File: config.mk
export PLATFORM = sky130hd
export DESIGN_NAME = asgv_ram
export DESIGN_NICKNAME = d
export VERILOG_FILES = /design/src/rtl/core/asgv_ram.sv
export SDC_FILE = /design/constraint.sdc
export NUM_CORES = 2
export LEC_CHECK = 0
export BUFFER_PORTS_ARGS = -buffer_cell sky130_fd_sc_hd__buf_2
export CAP_MARGIN = 20
export CORE_AREA = 2 2 588 590
export CTS_CLUSTER_SIZE = 20
export DETAILED_ROUTE_END_ITERATION = 8
export DIE_AREA = 0 0 590 592
export PLACE_DENSITY = 0.35
export SLEW_MARGIN = 5
export SYNTH_ARGS = -nofsm -noshare
export SYNTH_HDL_FRONTEND = slang
export SYNTH_SLANG_ARGS = --single-unit
export TNS_END_PERCENT = 100
File: constraint.sdc
create_clock -name clk_i -period 4.1 [get_ports clk_i]
set_clock_uncertainty 0.15 [all_clocks]
set_input_delay 0.615 -clock clk_i [delete_from_list [all_inputs] [get_ports clk_i]]
set_output_delay 0.615 -clock clk_i [all_outputs]
set_load 0.01 [all_outputs]
File: src/rtl/core/asgv_ram.sv
// Generic single-port synchronous RAM with registered read data.
// No dependencies.
`timescale 1ns / 1ps
module asgv_ram #(
  parameter int unsigned Width = 8,
  parameter int unsigned Depth = 256
) (
  input  logic                     clk_i,
  input  logic                     we_i,
  input  logic [$clog2(Depth)-1:0] addr_i,
  input  logic [Width-1:0]         wdata_i,
  output logic [Width-1:0]         rdata_o
);
  logic [Width-1:0] mem [Depth];

  always_ff @(posedge clk_i) begin
    if (we_i) begin
      mem[addr_i] <= wdata_i;
    end
    rdata_o <= mem[addr_i];
  end
endmodule

==> flow_summary_export.csv <==
group,metric,value,unit
clocking,clock_path_buffers,4,
floorplan,dieArea,349000,sq um
critical_path,critPathLaunchType,"input pin",
sta,maxSlewViolCount,0,
placement,hpwl,153000,um
logic_synthesis,syn_inst,3547,
power,p_per_area,476,nW/um^2
floorplan,ios,26,
logic_synthesis,yosys.area.top_type,"edfxtp_1",
logic_synthesis,synth_commonest_cells,"edfxtp_1, mux4_2, a22oi_1, nor2_1, clkbuf_1",
routing,route.detailed.drc,0,
power,leakage,0.0291,uW
logic_synthesis,ys_types,22,
grt,grt_pass1_wl,339000,um
sta,max_freq,321,MHz
logic_synthesis,synth_most_common_cell,"edfxtp_1",
logic_synthesis,ys_ff_latch,2056,
routing,dr_wl_met2,115000,um
grt,grt_max_degree,137,
final_layout,finalInstanceArea,95200,sq um
logic_synthesis,synth_flop_cell,"edfxtp_1",
critical_path,r2r-end,"rdata_o[1]",
sta,worst_pin_slew,1110,ps
hold_path,hp-class,"input pin to flip-flop",
grt,grt_use_total,13.7,%
clocking,numCtsBuffers,234,
grt,grt_overflow_total,0,
routing,top_layer,"met5",
critical_path,end_kind,"flip-flop",
placement,postPlaceCellArea,88000,sq um
logic_synthesis,syn_area,78500,sq um
hold_path,whs_endpoint,"mem[85][3]",
hold_path,whs_path_depth,1,
critical_path,worstPathArrival,3700,ps
routing,firstDrtPassIters,5,
clocking,h-tree-depth,4,
sta,hold_viol,0,
routing,vias,38370,
grt,antenna_found_initial,25,
final_layout,fin_nets,4096,
sta,period_needed,3120,ps
logic_synthesis,syn_nets,3565,
final_layout,drive_above_1_share,32.3,%
floorplan,start_util,22.9,%
routing,avgRoutedWirePerCell,27.5,um
critical_path,reg2reg_from,"mem[111][1]",
critical_path,critPathMaxFanout,26,
critical_path,r2r_cells,6,
grt,grt_pass1_vias,40575,
sta,timing.final.ws_setup,983,ps
sta,relSlewSlack,25.8,%
critical_path,worstSetupPathType,"input pin to flip-flop",
logic_synthesis,ys_seq_area_share,78.6,%
floorplan,dieWidth,590,um
final_layout,areaGrowthSynthToFinish,21.2,%
status,status,"finished, final reports clean",
critical_path,cp.required,4680,ps
floorplan,fp.coreArea,342000,sq um
final_layout,fin_util,27.8,%
run,drv_cap,0,
sta,fin_crit_sh,76.0,%
logic_synthesis,ys.warnings.count,0,
placement,gp_congestion,0.730,
routing,wl,242000,um
routing,drtIter0Drc,3267,
floorplan,core.rowCount,215,
clocking,tritoncts,"done",
routing,wl_met3,10400,um
sta,rsz0062_at_grt,"no",
routing,drt-met1-wl,111000,um
clocking,cts_resized,0,
logic_synthesis,yosys-top-cells-area,"edfxtp_1, mux4_2, a22oi_1",
logic_synthesis,syn_area_per_cell,22.1,sq um
clocking,post_cts_buffers,0,
hold_path,hold_start,"wdata_i[3]",
routing,ant_nets,0,
clocking,path_clk_slew,60,ps
placement,place_ws,-140,ps
logic_synthesis,async_flop_share,0,%
logic_synthesis,synth_edf_count,2048,
clocking,clkLatencyLatePin,900,ps
logic_synthesis,yosysTopAreaCellShare,78.3,%
clocking,cts_sinks,2056,
clocking,cts-root-buf,"clkbuf_16",
sta,setup_violations,0,
routing,drt-vias-per-instance,4.35,
sta,fin_tns_setup,0,ps
critical_path,ff2ff_setup_slack,1080,ps
power,vdd_drop_max,0.325,mV
placement,port_buffers,25,
floorplan,die_h,592,um
==> metal layers <==
| layer | global-route usage, % | up-vias |
|---|---|---|
| li1 | - | 16189 |
| met1 | 19.3 | 20964 |
| met2 | 22.1 | 892 |
| met3 | 2.06 | 323 |
| met4 | 3.78 | 2 |
| met5 | 0 | - |
==> how the worst max path moves through the flow <==
stage | start | end | slack [ps] | depth (start not counted)
global route | addr_i[0] | rdata_o[1] | 870 | 8
CTS | addr_i[0] | rdata_o[3] | 830 | 9
floorplan | addr_i[1] | mem[111][0] | 1120 | 9
finish | addr_i[1] | rdata_o[5] | 980 | 9
global placement | addr_i[0] | rdata_o[4] | -820 | 7
detailed placement | addr_i[0] | rdata_o[3] | -140 | 9
==> cell type report <==
class | instances | area [sq um]
multi-input combinational | 1258 | 15900
clock buffer | 294 | 6120
timing repair buffer | 527 | 4760
antenna | 13 | 32.5
sequential | 2056 | 61700
tap | 4557 | 5700
inverter | 1 | 3.75
clock inverter | 118 | 982
fill | 33714 | 247000
==> power by group <==
| group | leakage (uW) | total (uW) | switching (uW) | internal (uW) |
|---|---|---|---|---|
| Sequential | 0.0185 | 23200 | 53.2 | 23200 |
| Combinational | 0.00718 | 2250 | 1450 | 800 |
| Clock | 0.00347 | 19900 | 8440 | 11400 |
==> through the flow <==
stage               hold slack (ps)  cells  power, uW
global route                   31.3   8823      46900
detailed placement              703   8396      26000
floorplan                       564   3547      24700
global placement                703   8392      26000
CTS                            3.96   8811      46100
finish                         30.7   8824      45300
==> state kept, by name (all words and copies together) (netlist names) <==
register	flops
rdata_o	8
mem	2048
==> critical path, stage by stage <==
cell and delay (ps):
buf_8 400, buf_4 440, buf_4 260, mux4_2 320
a22oi_1 190, a21oi_1 150, o41ai_1 850, buf_4 260
nand4_1 90
==> timing repair <==
item,4_1_cts,5_1_grt
endpoints found under the setup margin,0,0
endpoints found under the hold margin,35,0
hold buffers,3,0
==> kinds of logic (layout without fill, tap and decap cells) <==
kind of cell,count (synthesis),after routing,share of synthesized area (%)
muxes,512,512,14.7
buffers and inverters,233,940,1.40
other,0,13,0
AOI/OAI and AO/OA,416,416,3.62
DFF,2056,2056,78.6
and+or+nand+nor,330,330,1.73
==> placed cells by master, fill, tap and decap left out, types with 5 or more instances in the layout <==
master      Yosys  layout
nand2_2         0       8
nand4_1         8       8
bufinv_16       0      15
o41ai_2         0      10
buf_4          16     436
a22oi_1       256     256
nand2_1        28      20
diode_2         0      13
clkinv_2        0      38
clkinvlp_4      0       6
nor3_1         30      30
mux4_2        512     512
dfxtp_1         8       8
edfxtp_1     2048    2048
nand3_2         0       8
clkinv_1        0      50
clkbuf_16       0     236
buf_8           0      10
nand3_1        13       5
o41ai_1        32      22
nor2_1        232     231
a21oi_1       128     128
buf_2          36      17
buf_12          0      61
clkbuf_1      145      58
Note: power is estimated with default switching activity, not from simulation.
