**src/rtl/core/asgv_pkg.sv**
```systemverilog
// Package for the alpha-snapped grid vertex block: payload structs, register map, FSM states.
// No dependencies.
`timescale 1ns / 1ps
package asgv_pkg;

  localparam int unsigned MaxWidth  = 256;
  localparam int unsigned MaxHeight = 256;
  localparam int unsigned MaxGrid   = 255;
  localparam int unsigned StoreAw   = 16;
  localparam int unsigned StoreDw   = 8;

  typedef struct packed {
    logic        cmd;
    logic [15:0] pixel_index;
    logic [7:0]  alpha_value;
    logic [7:0]  grid_x;
    logic [7:0]  grid_y;
  } in_item_t;

  typedef struct packed {
    logic [16:0] pos_x;
    logic [16:0] pos_y;
    logic [16:0] tex_u;
    logic [16:0] tex_v;
  } out_item_t;

  typedef enum logic [2:0] {
    RegWidth  = 3'd0,
    RegHeight = 3'd1,
    RegCols   = 3'd2,
    RegRows   = 3'd3,
    RegThresh = 3'd4,
    RegOk     = 3'd5
  } reg_idx_e;

  localparam logic CmdLoad  = 1'b0;
  localparam logic CmdQuery = 1'b1;

  typedef enum logic [3:0] {
    StIdle,
    StDivPx,
    StDivPy,
    StDivPosX,
    StDivPosY,
    StDivU,
    StDivV,
    StCenter,
    StScanRead,
    StScanWait,
    StSnapX,
    StSnapY,
    StDone
  } state_e;

  // divider request: numerator up to 25 bits, divisor up to 9 bits
  typedef struct packed {
    logic        start;
    logic [24:0] num;
    logic [8:0]  den;
  } div_req_t;

  typedef struct packed {
    logic        done;
    logic [24:0] quo;
  } div_rsp_t;

endpackage

```
**src/rtl/core/asgv_div.sv**
```systemverilog
// Restoring serial divider, one quotient bit per cycle.
// Depends on asgv_pkg.
`timescale 1ns / 1ps
module asgv_div (
  input  logic                clk_i,
  input  logic                rst_ni,
  input  asgv_pkg::div_req_t  req_i,
  output asgv_pkg::div_rsp_t  rsp_o
);
  import asgv_pkg::*;

  logic [24:0] quo_q, quo_d;
  logic [9:0]  rem_q, rem_d;
  logic [8:0]  den_q, den_d;
  logic [4:0]  cnt_q, cnt_d;
  logic        busy_q, busy_d, done_q, done_d;
  logic [9:0]  trial;

  always_comb begin
    quo_d  = quo_q;
    rem_d  = rem_q;
    den_d  = den_q;
    cnt_d  = cnt_q;
    busy_d = busy_q;
    done_d = 1'b0;
    trial  = {rem_q[8:0], quo_q[24]};
    if (req_i.start) begin
      quo_d  = req_i.num;
      rem_d  = '0;
      den_d  = req_i.den;
      cnt_d  = 5'd24;
      busy_d = 1'b1;
    end else if (busy_q) begin
      // shift in next numerator bit, subtract when it fits
      if (trial >= {1'b0, den_q}) begin
        rem_d = trial - {1'b0, den_q};
        quo_d = {quo_q[23:0], 1'b1};
      end else begin
        rem_d = trial;
        quo_d = {quo_q[23:0], 1'b0};
      end
      if (cnt_q == '0) begin
        busy_d = 1'b0;
        done_d = 1'b1;
      end else begin
        cnt_d = cnt_q - 5'd1;
      end
    end
  end

  always_ff @(posedge clk_i or negedge rst_ni) begin
    if (!rst_ni) begin
      busy_q <= 1'b0;
      done_q <= 1'b0;
      cnt_q  <= '0;
    end else begin
      busy_q <= busy_d;
      done_q <= done_d;
      cnt_q  <= cnt_d;
    end
  end

  always_ff @(posedge clk_i) begin
    quo_q <= quo_d;
    rem_q <= rem_d;
    den_q <= den_d;
  end

  assign rsp_o.done = done_q;
  assign rsp_o.quo  = quo_q;
endmodule

```
**config.mk**
```make
export PLATFORM = sky130hd
export DESIGN_NAME = asgv_div
export DESIGN_NICKNAME = d
export VERILOG_FILES = /design/src/rtl/core/asgv_pkg.sv /design/src/rtl/core/asgv_div.sv
export SDC_FILE = /design/constraint.sdc
export NUM_CORES = 1
export LEC_CHECK = 0
export ABC_AREA = 1
export BUFFER_PORTS_ARGS = -buffer_cell sky130_fd_sc_hd__buf_2
export CORE_ASPECT_RATIO = 1.75
export CORE_MARGIN = 5
export CORE_UTILIZATION = 30
export DETAILED_ROUTE_END_ITERATION = 7
export PLACE_DENSITY = 0.47
export REMOVE_ABC_BUFFERS = 1
export SYNTH_ARGS = -nofsm -noshare
export SYNTH_HDL_FRONTEND = slang
export SYNTH_SLANG_ARGS = --single-unit
```
**constraint.sdc**
```tcl
create_clock -name clk_i -period 2.2 [get_ports clk_i]
set_input_delay 0.44 -clock clk_i [delete_from_list [all_inputs] [get_ports clk_i]]
set_output_delay 0.44 -clock clk_i [all_outputs]
set_load 0.02 [all_outputs]
```
==> out/summary.txt <==
F_max: 508 MHz
Worst slew pin tran: 0.573 ns
Vias per Instance: 4.38
Gr ovfl total: 0
CP Class: register to register
Root buffer cell: clkbuf_16
Distinct cells, synth: 31
Commonest non-fill, non-tap cell in the layout: nand2_1
Clk sinks: 50
Clock slew seen by the registers of the worst setup and hold paths: 0.07 ns
Tmin final: 1.97 ns
Flops & latches, synth: 50
Skew-Pair Late Insertion Delay: 0.29 ns
Initial drt markers: 121
FILL cells: 917
Full die area: 0.0109 sq mm
Gr usage total: 0.124
Worst Skew: 0.00435 ns
RSZ-0062 raised after global routing: no
Chip height: 134 um
# placed instances: 479
Layout cells sized above 1: 0.261
Min-Delay Path Class: primary input to register
Total power: 3.38 mW
Starting Density: 0.306
Worst hold stages: 1
Cells after Synth: 304
Max_cap viols: 0
Placer Congestion: 0.789
Yosys top cell area share: 0.385
Ranking of synthesized cells by area: edfxtp_1, nand2_1, dfxtp_1
CTS buffer count: 5
Antenna violations before repair: 0
VDD IR max: 0.494 mV
WL/cell: 12.7 um
WP data required: 2.39 ns
Largest net degree at the start of global routing: 29
Core Area: 0.00867 sq mm
I/O Pins: 63
TNS Setup: 0 ns
Max Buffers Root-to-Sink: 2
Reg2reg path depth: 9
DP HPWL: 4730 um
Final critical-path setup slack: 0.232 ns
RR Startpoint: den_q[6]
Outcome: finished, final reports clean
H-tree levels: 2
Reg2reg setup slack: 0.23 ns
Detailed-route DRC error count: 0
Crit Path Max Fanout: 12
Total count of hold-check failures in the final report: 0
WHS: 0.320 ns
Final wirelength: 6200 um
Non-Filler Instances: 488
Diodes inserted: 0
Worst r2r dst: rem_q[6]
Power Density: 1040 mW/mm^2
Worst hold start: req_i[3]
# nets final: 419
Setup violators final: 0
Worst setup SP type: register
Final Cycle Share: 0.894
CP endpoint kind: register
Slew Limit Fails: 0
Highest-count cells in the layout ignoring fill and taps: nand2_1, buf_2, inv_1
Seq/Total Area, Yosys: 0.519
Mean Syn Cell Area: 8.73 sq um
Layout area overhead: 22.2%
Hold path endpoint: den_q[3]
Cell Rows: 45
Number of global-route vias before repair: 2,181
Horiz. Die Dim: 81.1 um
Vias: 2,136
Cell accounting for the most synthesized area: edfxtp_1
IO Port Bufs: 62
First-pass GRT wire length: 10,400 um
Leakage: 1.66 nW
Place WS: 0.129 ns
Pre-Repair DR Iteration Count: 4
Synth warn: 0
Area of the mapped netlist: 0.00265 sq mm
CTS tree: done
Slew margin rel.: 0.615
Critical path arrival: 2.16 ns
Antenna Nets Post-Route: 0
-- critical path: stages, from the launching register on --
cell and delay [ns]:
edfxtp_1 0.33, inv_1 0.04, ha_1 0.39, nand2_2 0.12
nor3_1 0.46, nand2_8 0.16, nand2_4 0.15, nand3_1 0.09
nand3_1 0.07, nand2_1 0.05
-- how the worst max path moves through the flow --
stage,start,end,slack (ns),cells past startpoint
finish,den_q[6],rem_q[6],0.23,9
global route,quo_q[24],rem_q[7],0.03,13
CTS,quo_q[24],rem_q[3],0.11,13
detailed placement,quo_q[24],rem_q[3],0.13,13
global placement,quo_q[24],rem_q[3],0.18,13
floorplan,quo_q[24],rem_q[3],0.20,12
-- layout make-up --
cell class                 instances  area, sq um  share of cell area
clock buffer                       6          129              0.0397
clock inverter                     2         10.0             0.00309
inverter                          41          154              0.0475
multi-input combinational        204         1070               0.330
sequential                        50         1380               0.424
tap                              117          146              0.0451
timing repair buffer              68          358               0.110
-- state kept, by name, indices dropped and copies added, names as in the netlist --
name,count
den_q,9
busy_q,1
quo_q,25
rem_q,9
done_q,1
cnt_q,5
-- cell usage after synthesis (all sizes together) --
cell / count
nand2: 124
inv: 41
edfxtp: 34
nand3: 27
nor2: 13
ha: 11
o21ai: 10
dfxtp: 9
dfrtp: 7
a21oi: 6
buf: 5
clkbuf: 4
nand3b: 4
xor2: 3
a31oi: 1
and2: 1
fa: 1
nand4: 1
nor3: 1
xnor2: 1
-- layer usage --
layer | up-vias | track usage | routed length, um
met5 | - | 0 | 0
met4 | 0 | 0.0479 | 107
met3 | 6 | 0.0269 | 248
met2 | 42 | 0.220 | 3330
met1 | 988 | 0.140 | 2510
li1 | 1100 | - | -
-- repair_timing --
item	in CTS	in global routing
buffers inserted	0	0
resized for setup	0	2
hold buffers	1	0
endpoints found under the hold margin	7	0
endpoints found under the setup margin	0	9
-- cells by family after synthesis --
| family | Yosys count | synth area share |
|---|---|---|
| buffers and inverters | 50 | 0.0834 |
| AO/OA/AOI/OAI | 17 | 0.0354 |
| flip-flops | 50 | 0.519 |
| AND/OR/NAND/NOR | 171 | 0.290 |
| adder cells (fa/ha/maj) | 12 | 0.0594 |
| XOR/XNOR | 4 | 0.0132 |
-- per-stage QoR --
step                      area (sq um)   util
after floorplan                   2590      -
after global placement            3080  0.355
after detailed placement          3080  0.355
after CTS                         3230  0.372
after global routing              3240  0.374
final                             3240  0.374
-- where the power goes --
group	internal (mW)	switching, mW
registers	1.18	0.105
logic	0.497	0.832
clock network	0.419	0.343
total	2.10	1.28
(Power assumes the default switching activity.)
